[src/rtl/core/fdl_pkg.sv]
// Shared types, codes and fixed constants of the fractional delay line.
package fdl_pkg;

    // Configuration port
    localparam int CFG_INDEX_W = 3;
    localparam int CFG_DATA_W  = 16;

    localparam logic [CFG_INDEX_W-1:0] REG_MODE     = 3'd0;
    localparam logic [CFG_INDEX_W-1:0] REG_WHOLE    = 3'd1;
    localparam logic [CFG_INDEX_W-1:0] REG_FRACTION = 3'd2;
    localparam logic [CFG_INDEX_W-1:0] REG_SIDELOBE = 3'd3;

    // Request kinds and interpolation modes
    localparam logic CMD_SAMPLE  = 1'b0;
    localparam logic CMD_COEF    = 1'b1;
    localparam logic MODE_LINEAR = 1'b0;
    localparam logic MODE_SINC   = 1'b1;

    // Fixed field widths and Q15 arithmetic
    localparam int COEF_W       = 16;
    localparam int COEF_INDEX_W = 5;
    localparam int WHOLE_W      = 8;
    localparam int FRACTION_W   = 16;
    localparam int SIDELOBE_W   = 5;
    localparam int WEIGHT_W     = 17;
    localparam logic [FRACTION_W-1:0] FRAC_ONE = 16'h8000;
    localparam int ROUND_HALF   = 16384;
    localparam int FRAC_SHIFT   = 15;

    typedef enum logic [2:0] {
        ST_CLEAR,
        ST_IDLE,
        ST_RUN,
        ST_DRAIN,
        ST_DONE
    } fdl_state_t;

    typedef struct packed {
        logic acc_clear;
        logic issue;
        logic linear;
        logic right_tap;
        logic use_input;
    } fdl_mac_ctl_t;

endpackage

[src/rtl/core/fdl_mac.sv]
// Multiply-accumulate datapath with rounding and saturation of the result.
module fdl_mac #(
    parameter int SAMPLE_BITS   = 16,
    parameter int MAX_SIDELOBES = 16
) (
    input  logic                           aclk,
    input  logic                           aresetn,
    input  fdl_pkg::fdl_mac_ctl_t          ctl,
    input  logic signed [fdl_pkg::COEF_W-1:0] tap_rdata,
    input  logic signed [SAMPLE_BITS-1:0]  smp_rdata,
    input  logic signed [SAMPLE_BITS-1:0]  sample_x,
    input  logic [fdl_pkg::FRACTION_W-1:0] frac,
    output logic                           busy,
    output logic signed [SAMPLE_BITS-1:0]  result
);

    import fdl_pkg::*;

    localparam int TAPS   = 2 * MAX_SIDELOBES;
    localparam int PROD_W = WEIGHT_W + SAMPLE_BITS;
    localparam int ACC_W  = PROD_W + $clog2(TAPS) + 1;
    localparam int QW     = ACC_W - FRAC_SHIFT;

    logic                       v1_reg;
    logic                       lin1_reg;
    logic                       right1_reg;
    logic                       usex1_reg;
    logic                       v2_reg;
    logic signed [PROD_W-1:0]   prod_reg;
    logic signed [ACC_W-1:0]    acc_reg;

    logic signed [WEIGHT_W-1:0]    weight;
    logic signed [SAMPLE_BITS-1:0] operand;
    logic signed [ACC_W-1:0]       rounded;
    logic signed [QW-1:0]          quot;

    // The control of an issued tap is registered so that it lines up with the RAM data.
    always_ff @(posedge aclk) begin
        if (!aresetn) begin
            v1_reg <= 1'b0;
            v2_reg <= 1'b0;
        end else begin
            v1_reg <= ctl.issue;
            v2_reg <= v1_reg;
        end
        lin1_reg   <= ctl.linear;
        right1_reg <= ctl.right_tap;
        usex1_reg  <= ctl.use_input;
    end

    always_comb begin
        if (lin1_reg) begin
            if (right1_reg) begin
                weight = signed'({1'b0, FRAC_ONE} - {1'b0, frac});
            end else begin
                weight = signed'({1'b0, frac});
            end
        end else begin
            weight = WEIGHT_W'(tap_rdata);
        end
        operand = usex1_reg ? sample_x : smp_rdata;
    end

    always_ff @(posedge aclk) begin
        if (v1_reg) begin
            prod_reg <= weight * operand;
        end
        if (ctl.acc_clear) begin
            acc_reg <= '0;
        end else if (v2_reg) begin
            acc_reg <= acc_reg + ACC_W'(prod_reg);
        end
    end

    assign busy = v1_reg | v2_reg;

    // Round half up, then clamp to the signed sample range.
    always_comb begin
        rounded = acc_reg + ACC_W'(ROUND_HALF);
        quot    = rounded[ACC_W-1:FRAC_SHIFT];
        if ((quot[QW-1:SAMPLE_BITS-1] == '0) || (quot[QW-1:SAMPLE_BITS-1] == '1)) begin
            result = quot[SAMPLE_BITS-1:0];
        end else if (quot[QW-1]) begin
            result = {1'b1, {(SAMPLE_BITS-1){1'b0}}};
        end else begin
            result = {1'b0, {(SAMPLE_BITS-1){1'b1}}};
        end
    end

endmodule

[config.mk]
export PLATFORM = sky130hd
export DESIGN_NAME = fdl_mac
export DESIGN_NICKNAME = d
export VERILOG_FILES = /design/src/rtl/core/fdl_pkg.sv /design/src/rtl/core/fdl_mac.sv
export SDC_FILE = /design/constraint.sdc
export NUM_CORES = 1
export LEC_CHECK = 0
export CAP_MARGIN = 20
export CORE_UTILIZATION = 55
export DETAILED_ROUTE_END_ITERATION = 10
export DONT_BUFFER_PORTS = 1
export PLACE_DENSITY = 0.7
export REMOVE_ABC_BUFFERS = 1
export SYNTH_ARGS = -nofsm -noshare
export SYNTH_HDL_FRONTEND = slang
export SYNTH_SLANG_ARGS = --single-unit
[constraint.sdc]
create_clock -name aclk -period 27.6 [get_ports aclk]
set_clock_uncertainty 0.15 [all_clocks]
set_input_delay 8.28 -clock aclk [delete_from_list [all_inputs] [get_ports aclk]]
set_output_delay 8.28 -clock aclk [all_outputs]
set_load 0.005 [all_outputs]
==> out/metrics.cfg, run 1 <==
[synth]
synth_cell_types = 69
yosysSeqAreaShare = 0.118
netlist_instances = 1813
ys_warn_count = 0
ys.flop_type = dfxtp_1
async_reset_ff_frac = 0
synth.avg_cell_area_um2 = 8.77
synth_edf_count = 33
synth_seq_cells = 77
syn_area_mm2 = 0.0159

[layout]
largest_reg_flops = 39
fin_nets = 2267
regArea_mm2 = 0.00187
fillCellCount = 2540
area_growth_syn_to_layout_pct = 4.62
diodes = 0
drive_gt1_frac = 0.0333
multi_input_area_mm2 = 0.0125

[sta]
drv_slew = 0
setup_violations = 0
post-route-period-util = 0.582
fin_tns_setup_ns = 0
whs_ns = 0.319
period_minus_slack_ns = 16.08
hold_viol = 0
rsz0062_at_grt = no
worst_pin_slew_ns = 1.15
max_freq_mhz = 62.2
relSlewSlack = 0.235
fin_ws_ns = 11.52

[critical_path]
cp.required_ns = 27.52
cp_common_cell = fa_1
path_class = input pin to register
crit_buf_inv = 4
r2r-end = prod_reg[32]$_DFFE_PP_
r2r_setup_slack_ns = 19.70
cp-end-kind = register
timing.critical_path.from = frac[1]
cp_slowest_stage_delay_ns = 0.92
critical-path-top-delay-family = adder cells
rr_worst_depth = 23
worstSetupStartpointType = input pin
r2r_start = right1_reg$_DFF_P_
crit_slowest_cell = a21oi_1
crit_arrival_ns = 15.99
critPathMaxFanout = 10

[worst_hold_path]
worstHoldEndpoint = acc_reg[6]$_SDFFE_PP0P_
min_path_cells = 2
hp-class = register to register
hp-start = acc_reg[6]$_SDFFE_PP0P_

[run_status]
status = finished, final reports clean

[clock_tree]
clk_latency_ns = 0.34
post_cts_resized = 0
cts_buffers = 9
cts_tree = yes
htree_levels = 3
post_cts_buffers = 0
hold_buffers = 0
cts_num_sinks = 77
clkSlewWorstSetupHoldPaths_ns = 0.07
cts_max_path_buffers = 2
clockRootBuffer = clkbuf_16

[floorplan]
dieArea_mm2 = 0.0296
pin_count = 88
design.core.area_mm2 = 0.0281
initial_core_util = 0.566
core.rowCount = 61
die_y_um = 172
die_w_um = 172

[global_route]
grt_max_degree = 50
grt_use_total = 0.270
grt_antenna_before_repair = 0
gr-total-overflow = 0
grt_pass1_vias = 12500
grt_pass1_wl_mm = 61.7

[detailed_routing]
antenna_left = 0
drt_iter0_drc = 962
drt-vias-per-instance = 5.59
wirelength_mm = 37.4
routedWlPerCell_um = 17.2
firstDrtPassIters = 5
via_count = 12200
drcViolationCount = 0

[placed_design]
hpwl_mm = 30.9
dp_slack_ns = 11.28
gp_congestion = 0.955
port_buffers = 0

[flow_run]
cap_viol_max_count = 0

[routing by layer]
layer / part of all wire / vias up / wire, µm / GRT usage
li1: - / 5770 / - / -
met1: 0.45 / 5878 / 16700 / 0.367
met2: 0.45 / 455 / 16900 / 0.440
met3: 0.074 / 64 / 2790 / 0.0426
met4: 0.029 / 0 / 1080 / 0.0877
met5: 0 / - / 0 / 0
[worst max path at each step]
stage,end,slack [ns],cells after the start
final,prod_reg[32]$_DFFE_PP_,11.52,27
after global routing,prod_reg[32]$_DFFE_PP_,11.12,27
after CTS,prod_reg[32]$_DFFE_PP_,11.63,26
after floorplan,prod_reg[32]$_DFFE_PP_,11.88,25
after detailed placement,prod_reg[32]$_DFFE_PP_,11.28,26
after global placement,prod_reg[32]$_DFFE_PP_,11.40,24
[cell type report]
class                           instances  share of cell area
Tap cell                              378              0.0284
Timing Repair Buffer                   17             0.00767
Clock inverter                          4             0.00165
Inverter                              348              0.0785
Sequential cell                        77               0.113
Multi-Input combinational cell       1342               0.754
Clock buffer                           12              0.0168
[per-stage QoR]
| step | util | area [µm²] | std cells |
|---|---|---|---|
| after floorplan | - | 15700 | 1767 |
| after global placement | 0.581 | 16300 | 2160 |
| after global routing | 0.592 | 16600 | 2178 |
| after detailed placement | 0.581 | 16300 | 2160 |
| after CTS | 0.592 | 16600 | 2176 |
| final | 0.592 | 16600 | 2178 |
[tightest hold or removal path, cell delays in order, from the launching register on]
cell	delay (ns)
dfxtp_1	0.31
nand2_1	0.06
a21oi_1	0.05
[logic make-up after synthesis]
| group | Yosys count | share of synthesized area |
|---|---|---|
| adders and majority gates | 401 | 0.446 |
| buffers and inverters | 394 | 0.0931 |
| AOI/OAI and AO/OA | 273 | 0.115 |
| and+or+nand+nor | 524 | 0.144 |
| muxes | 51 | 0.0332 |
| xor gates and xnor gates | 93 | 0.0512 |
| DFF | 77 | 0.118 |
[synth_stat cells, types with 37 or more instances]
master      n  area [µm²]
clkbuf_1   38         143
o21ai_0    49         245
nand2_1   188         706
fa_1      277        5550
inv_1     348        1310
xor2_1     41         359
a21o_1     47         353
ha_1      124        1550
mux2i_1    37         370
a21oi_1    75         375
dfxtp_1    44         881
xnor2_1    52         455
nor2_1    210         788
[cell usage in the layout (no fill, tap or decap), types with 21 or more instances in the layout]
master      n
inv_1     348
fa_1      277
nor2_1    210
nand2_1   188
ha_1      124
a21oi_1    75
xnor2_1    52
o21ai_0    49
a21o_1     47
dfxtp_1    43
xor2_1     41
mux2i_1    37
edfxtp_1   33
nand3_1    21
Power of run 1 is not shown: default switching activity piles up to over one toggle a cycle in this logic, so the estimate is an artifact.
==> run 2, diff against run 1 <==
==> constraint.sdc (replaced) <==
create_clock -name aclk -period 16.2 [get_ports aclk]
set_clock_uncertainty 0.15 [all_clocks]
set_input_delay 4.86 -clock aclk [delete_from_list [all_inputs] [get_ports aclk]]
set_output_delay 4.86 -clock aclk [all_outputs]
set_load 0.005 [all_outputs]
==> out/metrics.cfg, run 2 (synthesis results as in run 1) <==
[run_status]
status = finished, final reports clean

[global_route]
grt_pass1_wl_mm = 62.5
grt_pass1_vias = 12600
gr-total-overflow = 0
grt_use_total = 0.273
grt_antenna_before_repair = 0
grt_max_degree = 50

[clock_tree]
clkSlewWorstSetupHoldPaths_ns = 0.06
post_cts_buffers = 0
cts_num_sinks = 77
hold_buffers = 0
clockRootBuffer = clkbuf_16
clk_latency_ns = 0.34
htree_levels = 3
cts_tree = yes
cts_max_path_buffers = 2
post_cts_resized = 0
cts_buffers = 9

[sta]
rsz0062_at_grt = no
post-route-period-util = 0.784
fin_tns_setup_ns = 0
drv_slew = 0
worst_pin_slew_ns = 1.16
max_freq_mhz = 78.7
hold_viol = 0
setup_violations = 0
relSlewSlack = 0.228
period_minus_slack_ns = 12.71

[critical_path]
rr_worst_depth = 22
crit_arrival_ns = 12.63
crit_slowest_cell = a21oi_1
crit_cells = 26
cp.required_ns = 16.12
cp_slowest_stage_delay_ns = 0.92
cp-end-kind = register
r2r_setup_slack_ns = 8.31
cp_common_cell = fa_1
path_class = input pin to register
r2r_start = right1_reg$_DFF_P_
r2r-end = prod_reg[32]$_DFFE_PP_
worstSetupStartpointType = input pin
critPathMaxFanout = 10
crit_buf_inv = 4
critical-path-top-delay-family = adder cells

[worst_hold_path]
worstHoldEndpoint = acc_reg[6]$_SDFFE_PP0P_
hp-class = register to register
min_path_cells = 2
hp-start = acc_reg[6]$_SDFFE_PP0P_

[detailed_routing]
routedWlPerCell_um = 17.4
antenna_left = 0
drt-vias-per-instance = 5.58
wirelength_mm = 37.8
firstDrtPassIters = 5
drcViolationCount = 0
drt_iter0_drc = 783
via_count = 12100

[floorplan]
die_y_um = 172
design.core.area_mm2 = 0.0281
dieArea_mm2 = 0.0296
pin_count = 88
die_w_um = 172
initial_core_util = 0.566
core.rowCount = 61

[layout]
final_cell_mix = inv_1, fa_1, nor2_1, nand2_1, ha_1
area_growth_syn_to_layout_pct = 4.55
fillCellCount = 2573
fin_nets = 2266
drive_gt1_frac = 0.0328
post-route-util = 0.592
diodes = 0
largest_reg_flops = 39
final_common_cell = inv_1

[flow_run]
cap_viol_max_count = 0

[placed_design]
port_buffers = 0
gp_congestion = 0.954
hpwl_mm = 31.1

run 2: cell types whose count changed in the layout (fill, tap and decap cells not counted):
cell      before  now
clkbuf_1       1    0
buf_4         17   16
run 2: how the worst max path moves through the flow:
stage	to	startpoint	slack (ns)
finish	prod_reg[32]$_DFFE_PP_	frac[0]	3.49
CTS	prod_reg[32]$_DFFE_PP_	frac[0]	3.60
global route	prod_reg[32]$_DFFE_PP_	frac[0]	3.06
global placement	prod_reg[32]$_DFFE_PP_	frac[4]	3.42
detailed placement	prod_reg[32]$_DFFE_PP_	frac[0]	3.25
floorplan	prod_reg[32]$_DFFE_PP_	frac[4]	3.90
run 2: layout make-up:
cell class              instances  area (µm²)  area share
well taps                     378         473      0.0284
multi-input cells            1342       12500       0.755
inverters                     348        1310      0.0786
flip-flops and latches         77        1870       0.113
clock inverters                 4        27.5     0.00166
clock buffers                  11         275      0.0166
repair buffers                 16         120     0.00723
run 2: worst reg2reg max path, delay by kind of cell, from the launching register on:
| kind | cells | cell delay [ns] |
|---|---|---|
| compound gates | 9 | 2.86 |
| xor+xnor | 2 | 0.26 |
| fa+ha+maj | 7 | 3.39 |
| buf+inv | 3 | 0.15 |
| flops | 1 | 0.60 |
| simple gates | 1 | 0.19 |
run 2: stage by stage:
step                      cell area, µm²  worst slack [ns]  std cells  hold slack (ns)
after CTS                          16600              3.60       2175            0.323
after floorplan                    15700              3.90       1767            0.289
final                              16600              3.49       2176            0.321
after detailed placement           16300              3.25       2160            0.313
after global placement             16300              3.42       2160            0.299
after global routing               16600              3.06       2176            0.355
run 2: metal layers:
layer / vias to the layer above / track usage / routed length (µm)
met3: 75 / 0.0510 / 2770
met2: 461 / 0.455 / 17200
met1: 5855 / 0.363 / 16800
met4: 0 / 0.0789 / 1090
met5: - / 0 / 0
li1: 5755 / - / -
Power of run 2 is left out for the same reason.
