## config.mk

```make
export PLATFORM = sky130hd
export DESIGN_NAME = fdl_ctrl
export DESIGN_NICKNAME = d
export VERILOG_FILES = /design/src/rtl/core/fdl_pkg.sv /design/src/rtl/core/fdl_ctrl.sv
export SDC_FILE = /design/constraint.sdc
export NUM_CORES = 1
export LEC_CHECK = 0
export BUFFER_PORTS_ARGS = -buffer_cell sky130_fd_sc_hd__buf_2
export CORE_MARGIN = 2
export CORE_UTILIZATION = 49
export DETAILED_ROUTE_END_ITERATION = 10
export GPL_TIMING_DRIVEN = 0
export PLACE_DENSITY = 0.77
export SLEW_MARGIN = 10
export SYNTH_ARGS = -nofsm -noshare
export SYNTH_HDL_FRONTEND = slang
export SYNTH_SLANG_ARGS = --single-unit
```

## constraint.sdc

```tcl
create_clock -name aclk -period 4.8 [get_ports aclk]
set_input_delay 0.48 -clock aclk [delete_from_list [all_inputs] [get_ports aclk]]
set_output_delay 0.48 -clock aclk [all_outputs]
set_load 0.01 [all_outputs]
```

## src/rtl/core/fdl_pkg.sv

```systemverilog
// Shared types, codes and fixed constants of the fractional delay line.
package fdl_pkg;

    // Configuration port
    localparam int CFG_INDEX_W = 3;
    localparam int CFG_DATA_W  = 16;

    localparam logic [CFG_INDEX_W-1:0] REG_MODE     = 3'd0;
    localparam logic [CFG_INDEX_W-1:0] REG_WHOLE    = 3'd1;
    localparam logic [CFG_INDEX_W-1:0] REG_FRACTION = 3'd2;
    localparam logic [CFG_INDEX_W-1:0] REG_SIDELOBE = 3'd3;

    // Request kinds and interpolation modes
    localparam logic CMD_SAMPLE  = 1'b0;
    localparam logic CMD_COEF    = 1'b1;
    localparam logic MODE_LINEAR = 1'b0;
    localparam logic MODE_SINC   = 1'b1;

    // Fixed field widths and Q15 arithmetic
    localparam int COEF_W       = 16;
    localparam int COEF_INDEX_W = 5;
    localparam int WHOLE_W      = 8;
    localparam int FRACTION_W   = 16;
    localparam int SIDELOBE_W   = 5;
    localparam int WEIGHT_W     = 17;
    localparam logic [FRACTION_W-1:0] FRAC_ONE = 16'h8000;
    localparam int ROUND_HALF   = 16384;
    localparam int FRAC_SHIFT   = 15;

    typedef enum logic [2:0] {
        ST_CLEAR,
        ST_IDLE,
        ST_RUN,
        ST_DRAIN,
        ST_DONE
    } fdl_state_t;

    typedef struct packed {
        logic acc_clear;
        logic issue;
        logic linear;
        logic right_tap;
        logic use_input;
    } fdl_mac_ctl_t;

endpackage

```

## src/rtl/core/fdl_ctrl.sv

```systemverilog
// Sequencer: configuration, buffer pointers, clearing pass and tap issue.
module fdl_ctrl #(
    parameter int BUFFER_DEPTH  = 256,
    parameter int MAX_SIDELOBES = 16,
    parameter int SAMPLE_BITS   = 16,
    localparam int AW  = $clog2(BUFFER_DEPTH),
    localparam int TAW = $clog2(2 * MAX_SIDELOBES)
) (
    input  logic                              aclk,
    input  logic                              aresetn,
    input  logic                              cfg_wr_en,
    input  logic [fdl_pkg::CFG_INDEX_W-1:0]   cfg_wr_index,
    input  logic [fdl_pkg::CFG_DATA_W-1:0]    cfg_wr_data,
    input  logic                              in_valid,
    output logic                              in_ready,
    input  logic                              in_cmd,
    input  logic signed [SAMPLE_BITS-1:0]     in_sample,
    input  logic [fdl_pkg::COEF_INDEX_W-1:0]  in_coef_index,
    input  logic signed [fdl_pkg::COEF_W-1:0] in_coef_value,
    input  logic                              out_free,
    output logic                              result_load,
    output logic                              smp_we,
    output logic [AW-1:0]                     smp_waddr,
    output logic [SAMPLE_BITS-1:0]            smp_wdata,
    output logic [AW-1:0]                     smp_raddr,
    output logic                              tap_we,
    output logic [TAW-1:0]                    tap_waddr,
    output logic [fdl_pkg::COEF_W-1:0]        tap_wdata,
    output logic [TAW-1:0]                    tap_raddr,
    output fdl_pkg::fdl_mac_ctl_t             mac_ctl,
    input  logic                              mac_busy,
    output logic signed [SAMPLE_BITS-1:0]     sample_x,
    output logic [fdl_pkg::FRACTION_W-1:0]    frac
);

    import fdl_pkg::*;

    localparam int TAPS      = 2 * MAX_SIDELOBES;
    localparam int CLR_N     = (BUFFER_DEPTH > TAPS) ? BUFFER_DEPTH : TAPS;
    localparam int CLW       = $clog2(CLR_N);
    localparam int DW        = (AW > WHOLE_W) ? AW : WHOLE_W;
    localparam int NW        = $clog2(MAX_SIDELOBES + 1);
    localparam int NCW       = (NW > SIDELOBE_W) ? NW : SIDELOBE_W;
    localparam int SW        = ((AW + 1 > NW) ? AW + 1 : NW) + 1;
    localparam int SUB_STEPS = (MAX_SIDELOBES + BUFFER_DEPTH - 1) / BUFFER_DEPTH;
    localparam int IW        = (TAW + 1 > COEF_INDEX_W) ? TAW + 1 : COEF_INDEX_W;
    // After reset N is one and C is zero, so one sample is absorbed first.
    localparam logic [NW-1:0] RESET_PRELOAD = NW'(1);

    fdl_state_t state_reg, state_next;

    logic                  mode_reg;
    logic [WHOLE_W-1:0]    whole_reg;
    logic [FRACTION_W-1:0] fraction_reg;
    logic [SIDELOBE_W-1:0] sidelobe_reg;

    logic [CLW-1:0]        clr_cnt_reg;
    logic [AW-1:0]         wp_reg;
    logic [AW-1:0]         ws_reg;
    logic [NW-1:0]         preload_reg;
    logic [AW-1:0]         p_reg;
    logic [TAW-1:0]        k_reg;
    logic signed [SAMPLE_BITS-1:0] x_reg;

    logic                  accept;
    logic                  arm_hit;
    logic                  mode_new;
    logic [WHOLE_W-1:0]    whole_new;
    logic [FRACTION_W-1:0] fraction_new;
    logic [SIDELOBE_W-1:0] sidelobe_new;
    logic [AW-1:0]         d_new, d_cur;
    logic [FRACTION_W-1:0] f_new;
    logic [NW-1:0]         n_new, n_cur;
    logic [AW:0]           c_new;
    logic [SW-1:0]         span;
    logic [AW:0]           ws_sum;
    logic [AW-1:0]         arm_ws;
    logic [NW-1:0]         arm_pre;
    logic [AW:0]           li_sum;
    logic [AW-1:0]         li;
    logic [TAW:0]          n2;
    logic                  last;
    logic                  coef_ok;

    function automatic logic [AW-1:0] eff_d(input logic [WHOLE_W-1:0] v);
        logic [DW-1:0] ext;
        ext = DW'(v);
        return (ext > DW'(BUFFER_DEPTH - 1)) ? AW'(BUFFER_DEPTH - 1) : ext[AW-1:0];
    endfunction

    function automatic logic [FRACTION_W-1:0] eff_f(input logic [FRACTION_W-1:0] v);
        return (v > FRAC_ONE) ? FRAC_ONE : v;
    endfunction

    function automatic logic [NW-1:0] eff_n(input logic [SIDELOBE_W-1:0] v);
        logic [NCW-1:0] ext;
        ext = NCW'(v);
        if (ext == '0) begin
            return NW'(1);
        end else if (ext > NCW'(MAX_SIDELOBES)) begin
            return NW'(MAX_SIDELOBES);
        end
        return ext[NW-1:0];
    endfunction

    function automatic logic [AW-1:0] inc_ptr(input logic [AW-1:0] v);
        return (v == AW'(BUFFER_DEPTH - 1)) ? '0 : v + 1'b1;
    endfunction

    assign in_ready = (state_reg == ST_IDLE);
    assign accept   = in_valid && in_ready;

    // Values of the registers after this cycle's write, for re-arming the window.
    always_comb begin
        arm_hit = cfg_wr_en && ((cfg_wr_index == REG_MODE) || (cfg_wr_index == REG_WHOLE) ||
                  (cfg_wr_index == REG_FRACTION) || (cfg_wr_index == REG_SIDELOBE));
        mode_new     = mode_reg;
        whole_new    = whole_reg;
        fraction_new = fraction_reg;
        sidelobe_new = sidelobe_reg;
        if (cfg_wr_en) begin
            case (cfg_wr_index)
                REG_MODE:     mode_new     = cfg_wr_data[0];
                REG_WHOLE:    whole_new    = cfg_wr_data[WHOLE_W-1:0];
                REG_FRACTION: fraction_new = cfg_wr_data[FRACTION_W-1:0];
                REG_SIDELOBE: sidelobe_new = cfg_wr_data[SIDELOBE_W-1:0];
                default:      mode_new     = mode_reg;
            endcase
        end
    end

    always_comb begin
        d_new = eff_d(whole_new);
        f_new = eff_f(fraction_new);
        n_new = eff_n(sidelobe_new);
        c_new = (AW + 1)'(d_new) + (AW + 1)'(f_new != '0);
        span  = SW'(n_new) + SW'(c_new) - SW'(1);
        // The window offset is reduced modulo the depth by a few compare-subtracts.
        for (int i = 0; i < SUB_STEPS; i++) begin
            if (span >= SW'(BUFFER_DEPTH)) begin
                span = span - SW'(BUFFER_DEPTH);
            end
        end
        ws_sum = (AW + 1)'(wp_reg) + (AW + 1)'(BUFFER_DEPTH) - (AW + 1)'(span[AW-1:0]);
        if (ws_sum >= (AW + 1)'(BUFFER_DEPTH)) begin
            ws_sum = ws_sum - (AW + 1)'(BUFFER_DEPTH);
        end
        arm_ws  = ws_sum[AW-1:0];
        arm_pre = (SW'(n_new) > SW'(c_new)) ? NW'(SW'(n_new) - SW'(c_new)) : '0;
    end

    always_comb begin
        d_cur  = eff_d(whole_reg);
        frac   = eff_f(fraction_reg);
        n_cur  = eff_n(sidelobe_reg);
        li_sum = (AW + 1)'(wp_reg) + (AW + 1)'(BUFFER_DEPTH) - (AW + 1)'(d_cur) - (AW + 1)'(1);
        if (li_sum >= (AW + 1)'(BUFFER_DEPTH)) begin
            li_sum = li_sum - (AW + 1)'(BUFFER_DEPTH);
        end
        li      = li_sum[AW-1:0];
        n2      = (mode_reg == MODE_LINEAR) ? (TAW + 1)'(2) : (TAW + 1)'({n_cur, 1'b0});
        last    = ((TAW + 1)'(k_reg) == n2 - (TAW + 1)'(1));
        coef_ok = (IW'(in_coef_index) < IW'(TAPS));
    end

    always_comb begin
        state_next = state_reg;
        case (state_reg)
            ST_CLEAR: begin
                if (clr_cnt_reg == CLW'(CLR_N - 1)) begin
                    state_next = ST_IDLE;
                end
            end
            ST_IDLE: begin
                if (accept && (in_cmd == CMD_SAMPLE) &&
                    ((mode_reg == MODE_LINEAR) || (preload_reg == '0))) begin
                    state_next = ST_RUN;
                end
            end
            ST_RUN: begin
                if (last) begin
                    state_next = ST_DRAIN;
                end
            end
            ST_DRAIN: begin
                if (!mac_busy) begin
                    state_next = ST_DONE;
                end
            end
            ST_DONE: begin
                if (out_free) begin
                    state_next = ST_IDLE;
                end
            end
            default: state_next = ST_IDLE;
        endcase
    end

    always_comb begin
        smp_we    = 1'b0;
        smp_waddr = wp_reg;
        smp_wdata = in_sample;
        tap_we    = 1'b0;
        tap_waddr = TAW'(in_coef_index);
        tap_wdata = in_coef_value;
        mac_ctl   = '0;
        result_load = 1'b0;
        case (state_reg)
            ST_CLEAR: begin
                smp_we    = ({1'b0, clr_cnt_reg} < (CLW + 1)'(BUFFER_DEPTH));
                smp_waddr = clr_cnt_reg[AW-1:0];
                smp_wdata = '0;
                tap_we    = ({1'b0, clr_cnt_reg} < (CLW + 1)'(TAPS));
                tap_waddr = clr_cnt_reg[TAW-1:0];
                tap_wdata = '0;
            end
            ST_IDLE: begin
                if (accept && (in_cmd == CMD_COEF)) begin
                    tap_we = coef_ok;
                end
                if (accept && (in_cmd == CMD_SAMPLE)) begin
                    mac_ctl.acc_clear = 1'b1;
                    // Sinc mode stores the sample before the window is read.
                    smp_we = (mode_reg == MODE_SINC);
                end
            end
            ST_RUN: begin
                mac_ctl.issue     = 1'b1;
                mac_ctl.linear    = (mode_reg == MODE_LINEAR);
                mac_ctl.right_tap = (k_reg != '0);
                mac_ctl.use_input = (mode_reg == MODE_LINEAR) && (k_reg != '0) && (d_cur == '0);
                // Linear mode stores the sample only once both taps have been read.
                if (last && (mode_reg == MODE_LINEAR)) begin
                    smp_we    = 1'b1;
                    smp_wdata = x_reg;
                end
            end
            ST_DONE: begin
                result_load = out_free;
            end
            default: result_load = 1'b0;
        endcase
    end

    assign smp_raddr = p_reg;
    assign tap_raddr = k_reg;
    assign sample_x  = x_reg;

    always_ff @(posedge aclk) begin
        if (!aresetn) begin
            state_reg    <= ST_CLEAR;
            clr_cnt_reg  <= '0;
            mode_reg     <= MODE_LINEAR;
            whole_reg    <= '0;
            fraction_reg <= '0;
            sidelobe_reg <= SIDELOBE_W'(1);
            wp_reg       <= '0;
            ws_reg       <= '0;
            preload_reg  <= RESET_PRELOAD;
            p_reg        <= '0;
            k_reg        <= '0;
        end else begin
            state_reg <= state_next;
            if (state_reg == ST_CLEAR) begin
                clr_cnt_reg <= clr_cnt_reg + 1'b1;
            end
            mode_reg     <= mode_new;
            whole_reg    <= whole_new;
            fraction_reg <= fraction_new;
            sidelobe_reg <= sidelobe_new;
            if (arm_hit) begin
                ws_reg      <= arm_ws;
                preload_reg <= arm_pre;
            end
            if (accept && (in_cmd == CMD_SAMPLE)) begin
                k_reg <= '0;
                if (mode_reg == MODE_LINEAR) begin
                    p_reg <= li;
                end else begin
                    wp_reg <= inc_ptr(wp_reg);
                    if (preload_reg != '0) begin
                        preload_reg <= preload_reg - 1'b1;
                    end else begin
                        p_reg  <= ws_reg;
                        ws_reg <= inc_ptr(ws_reg);
                    end
                end
            end
            if (state_reg == ST_RUN) begin
                k_reg <= k_reg + 1'b1;
                p_reg <= inc_ptr(p_reg);
                if (last && (mode_reg == MODE_LINEAR)) begin
                    wp_reg <= inc_ptr(wp_reg);
                end
            end
        end
        if (accept && (in_cmd == CMD_SAMPLE)) begin
            x_reg <= in_sample;
        end
    end

endmodule

```

==> reports/metrics.yaml <==
status: "finished, final reports clean"
core_area_um2: 13140
hp-class: "primary input to register"
syn-instance-count: 853
die_h_um: 119.7
holdWs_ns: 0.3246
max_slew.worst_pin.slew_ns: 0.8565
leakage_uw: 0.003431
synth_area_per_cell_um2: 7.695
synth_nets: 964
dr.pass1.iters: 6
clockBufferDepth: 2
final.setup.tns_ns: 0
period_share: 0.9382
startpoint_type: "primary input"
drc: 0
yosys-mux-area-fraction: 0.03126
hold_path_depth: 1
drt_iter0_drc: 580
synthesis.area_um2: 6564
ys.flop_type: "dfxtp_1"
nFillCells: 1212
die_x_um: 119.7
start_util: 0.4996
clock_skew_ns: 0.01432
final_common_cell: "buf_2"
setup_viol: 0
clock.fmax_ghz: 0.2221
antenna_cells: 0
slew-limit-headroom: 0.4284
intPower_uw: 1377
fin_nets: 1131
grt_overflow: 0
cp_max_fo: 19
cts.htree.levels: 3
avgRoutedWirePerCell_um: 16.48
p_sw_uw: 562.8
cp-end-kind: "register"
power_density_nw_per_um2: 244.9
globalplace.congestion: 0.9312
row_count: 42
combPwrFrac: 0.195
drive_gt1_frac: 0.2176
rsz0062_at_grt: "no"
stdcell_count: 1201
numCtsBuffers: 9
dp.cells: 1188
clk_pin_slew_worst_paths_ns: 0.07
power.share.clock: 0.380
cts_tree: "yes"
via_per_inst: 5.728
first_global_vias: 6157
synth-simple-area-share: 0.2951
synth.top_cell.area_share: 0.2287
slew_viol_final: 0
vdd_ir_drop_max_mv: 0.1362
syn2layout_area_growth_pct: 20.68
p_sw_frac: 0.2901
grt_usage: 0.2715
wl_um: 19790
via_count: 6879
async_flop_share: 0
yosys.area_share.adder: 0.09607
synthDistinctLibCells: 73
hold_violations: 0
pwr-share-seq: 0.425
cp.arrival_ns: 4.74
path_class: "primary input to register"
min_period_ns: 4.503
root_buffer: "clkbuf_16"
grt_max_degree: 20
dieArea_um2: 14340
synth_compound_area_frac: 0.1819
dp_hpwl_um: 15340
final_cell_mix: "buf_2 (163), nand2_1 (155), dfxtp_1 (75), nor2_1 (70), a21oi_1 (64)"
ios: 162
clock_latency_ns: 0.36
netlist_top_cells_area: "dfxtp_1 (23%), nand2_1 (8.9%), ha_1 (8.4%)"
reg2reg_depth: 20
synth_top_family_by_area: "simple AND/OR/NAND/NOR gates"
yosys.area.top_type: "dfxtp_1"
ant_nets: 0
io_buffers: 159
synth-edff-count: 16
clkSinkCount: 91
grt_pass1_wl_um: 31100
synth_xor_area_frac: 0.04136
drv_cap: 0
antenna_found_initial: 0
holdBufCountCts: 0
ys_seq_area_frac: 0.3019
ys_seq_elements: 91
crit_required_ns: 5.04
synth_warnings: 0
-- worst paths after layout --
| path | start | endpoint | slack, ns |
|---|---|---|---|
| min reg2reg | fraction_reg[11]$_SDFF_PN0_ | fraction_reg[11]$_SDFF_PN0_ | 0.47 |
| min | in_sample[0] | sample_x[0]$_DFFE_PP_ | 0.32 |
| max | cfg_wr_index[1] | ws_reg[7]$_SDFF_PN0_ | 0.30 |
| max reg2reg | fraction_reg[15]$_SDFF_PN0_ | ws_reg[7]$_SDFF_PN0_ | 0.36 |
-- cells by family after synthesis --
family	Yosys count
simple gates	391
xor+xnor	31
compound gates	188
buf+inv	84
fa+ha+maj	48
mux	20
flops	91
-- power by group through the flow --
stage | Combinational [µW] | Sequential (µW) | Clock (µW)
6_report | 378 | 825 | 737
3_5_place_dp | 373 | 840 | 0
2_1_floorplan | 259 | 832 | 0
3_3_place_gp | 364 | 840 | 0
5_1_grt | 418 | 827 | 770
4_1_cts | 376 | 823 | 740
-- timing repair --
action / 4_1_cts / 5_1_grt
cloned: 0 / 0
setup buffers: 0 / 0
endpoints found under the setup margin: 3 / 3
resized for setup: 1 / 16
pin swaps: 0 / 0
-- metal layers --
metal,GRT usage,vias to the layer above,share of wire
met2,0.4593,299,0.47
met1,0.3427,3178,0.42
met3,0.04087,48,0.074
met5,0,-,0.0018
met4,0.1206,2,0.036
li1,-,3352,-
-- metrics by stage --
stage	setup WS (ns)	cell area, µm²	utilization	total power (µW)
final	0.2967	7921	0.6030	1940
after detailed placement	-0.5941	7582	0.5771	1213
after floorplan	0.2913	6564	-	1091
after global placement	-0.5233	7580	0.5770	1204
after global routing	0.002159	7921	0.6030	2016
after CTS	0.05910	7884	0.6001	1939
-- cells in the mapped netlist (3+ instances only) --
| master | instances |
|---|---|
| a2111oi_0 | 3 |
| a21o_1 | 9 |
| dfxtp_1 | 75 |
| and4_1 | 6 |
| a21oi_1 | 64 |
| nand2_1 | 156 |
| clkbuf_1 | 28 |
| nand4_1 | 15 |
| inv_1 | 41 |
| o21ai_1 | 12 |
| mux2i_1 | 18 |
| xnor2_1 | 17 |
| or3_1 | 8 |
| a31o_2 | 3 |
| nor3_1 | 14 |
| nand3b_1 | 5 |
| nor4b_1 | 3 |
| o2111ai_1 | 5 |
| o311ai_0 | 3 |
| a31oi_1 | 9 |
| o21a_1 | 3 |
| buf_2 | 5 |
| nor4_1 | 14 |
| and3_1 | 6 |
| buf_1 | 3 |
| nand3_1 | 21 |
| edfxtp_1 | 16 |
| nor2b_1 | 22 |
| inv_2 | 3 |
| o211ai_1 | 5 |
| ha_1 | 44 |
| and2_1 | 24 |
| xor2_1 | 14 |
| nand2b_1 | 11 |
| o21ai_2 | 10 |
| nand4b_1 | 3 |
| fa_1 | 4 |
| o21ai_0 | 35 |
| nor2_1 | 71 |
-- layout make-up --
class                   count  area [µm²]  area share
plain buffers              37       175.2     0.02211
flip-flops and latches     91        1982      0.2502
multi-input cells         678        4274      0.5396
repair buffers            159       795.8      0.1005
inverters                  44       165.2     0.02085
well taps                 176       220.2     0.02780
clock inverters             7       83.83     0.01058
clock buffers               9       225.2     0.02843
-- worst max-delay path, stage by stage --
cell,delay [ns]
buf_2,0.14
and4bb_1,0.40
buf_6,0.23
nand2_1,0.06
o21ai_0,0.12
ha_2,0.30
ha_2,0.24
nand3_1,0.10
xor2_1,0.15
nand2_1,0.10
o21ai_2,0.08
ha_1,0.39
ha_1,0.36
a21oi_1,0.15
o21ai_0,0.17
xnor2_1,0.17
ha_1,0.33
or2_2,0.29
a21oi_1,0.14
a31oi_1,0.06
xnor2_1,0.19
a21oi_1,0.08
(Power assumes the default switching activity.)
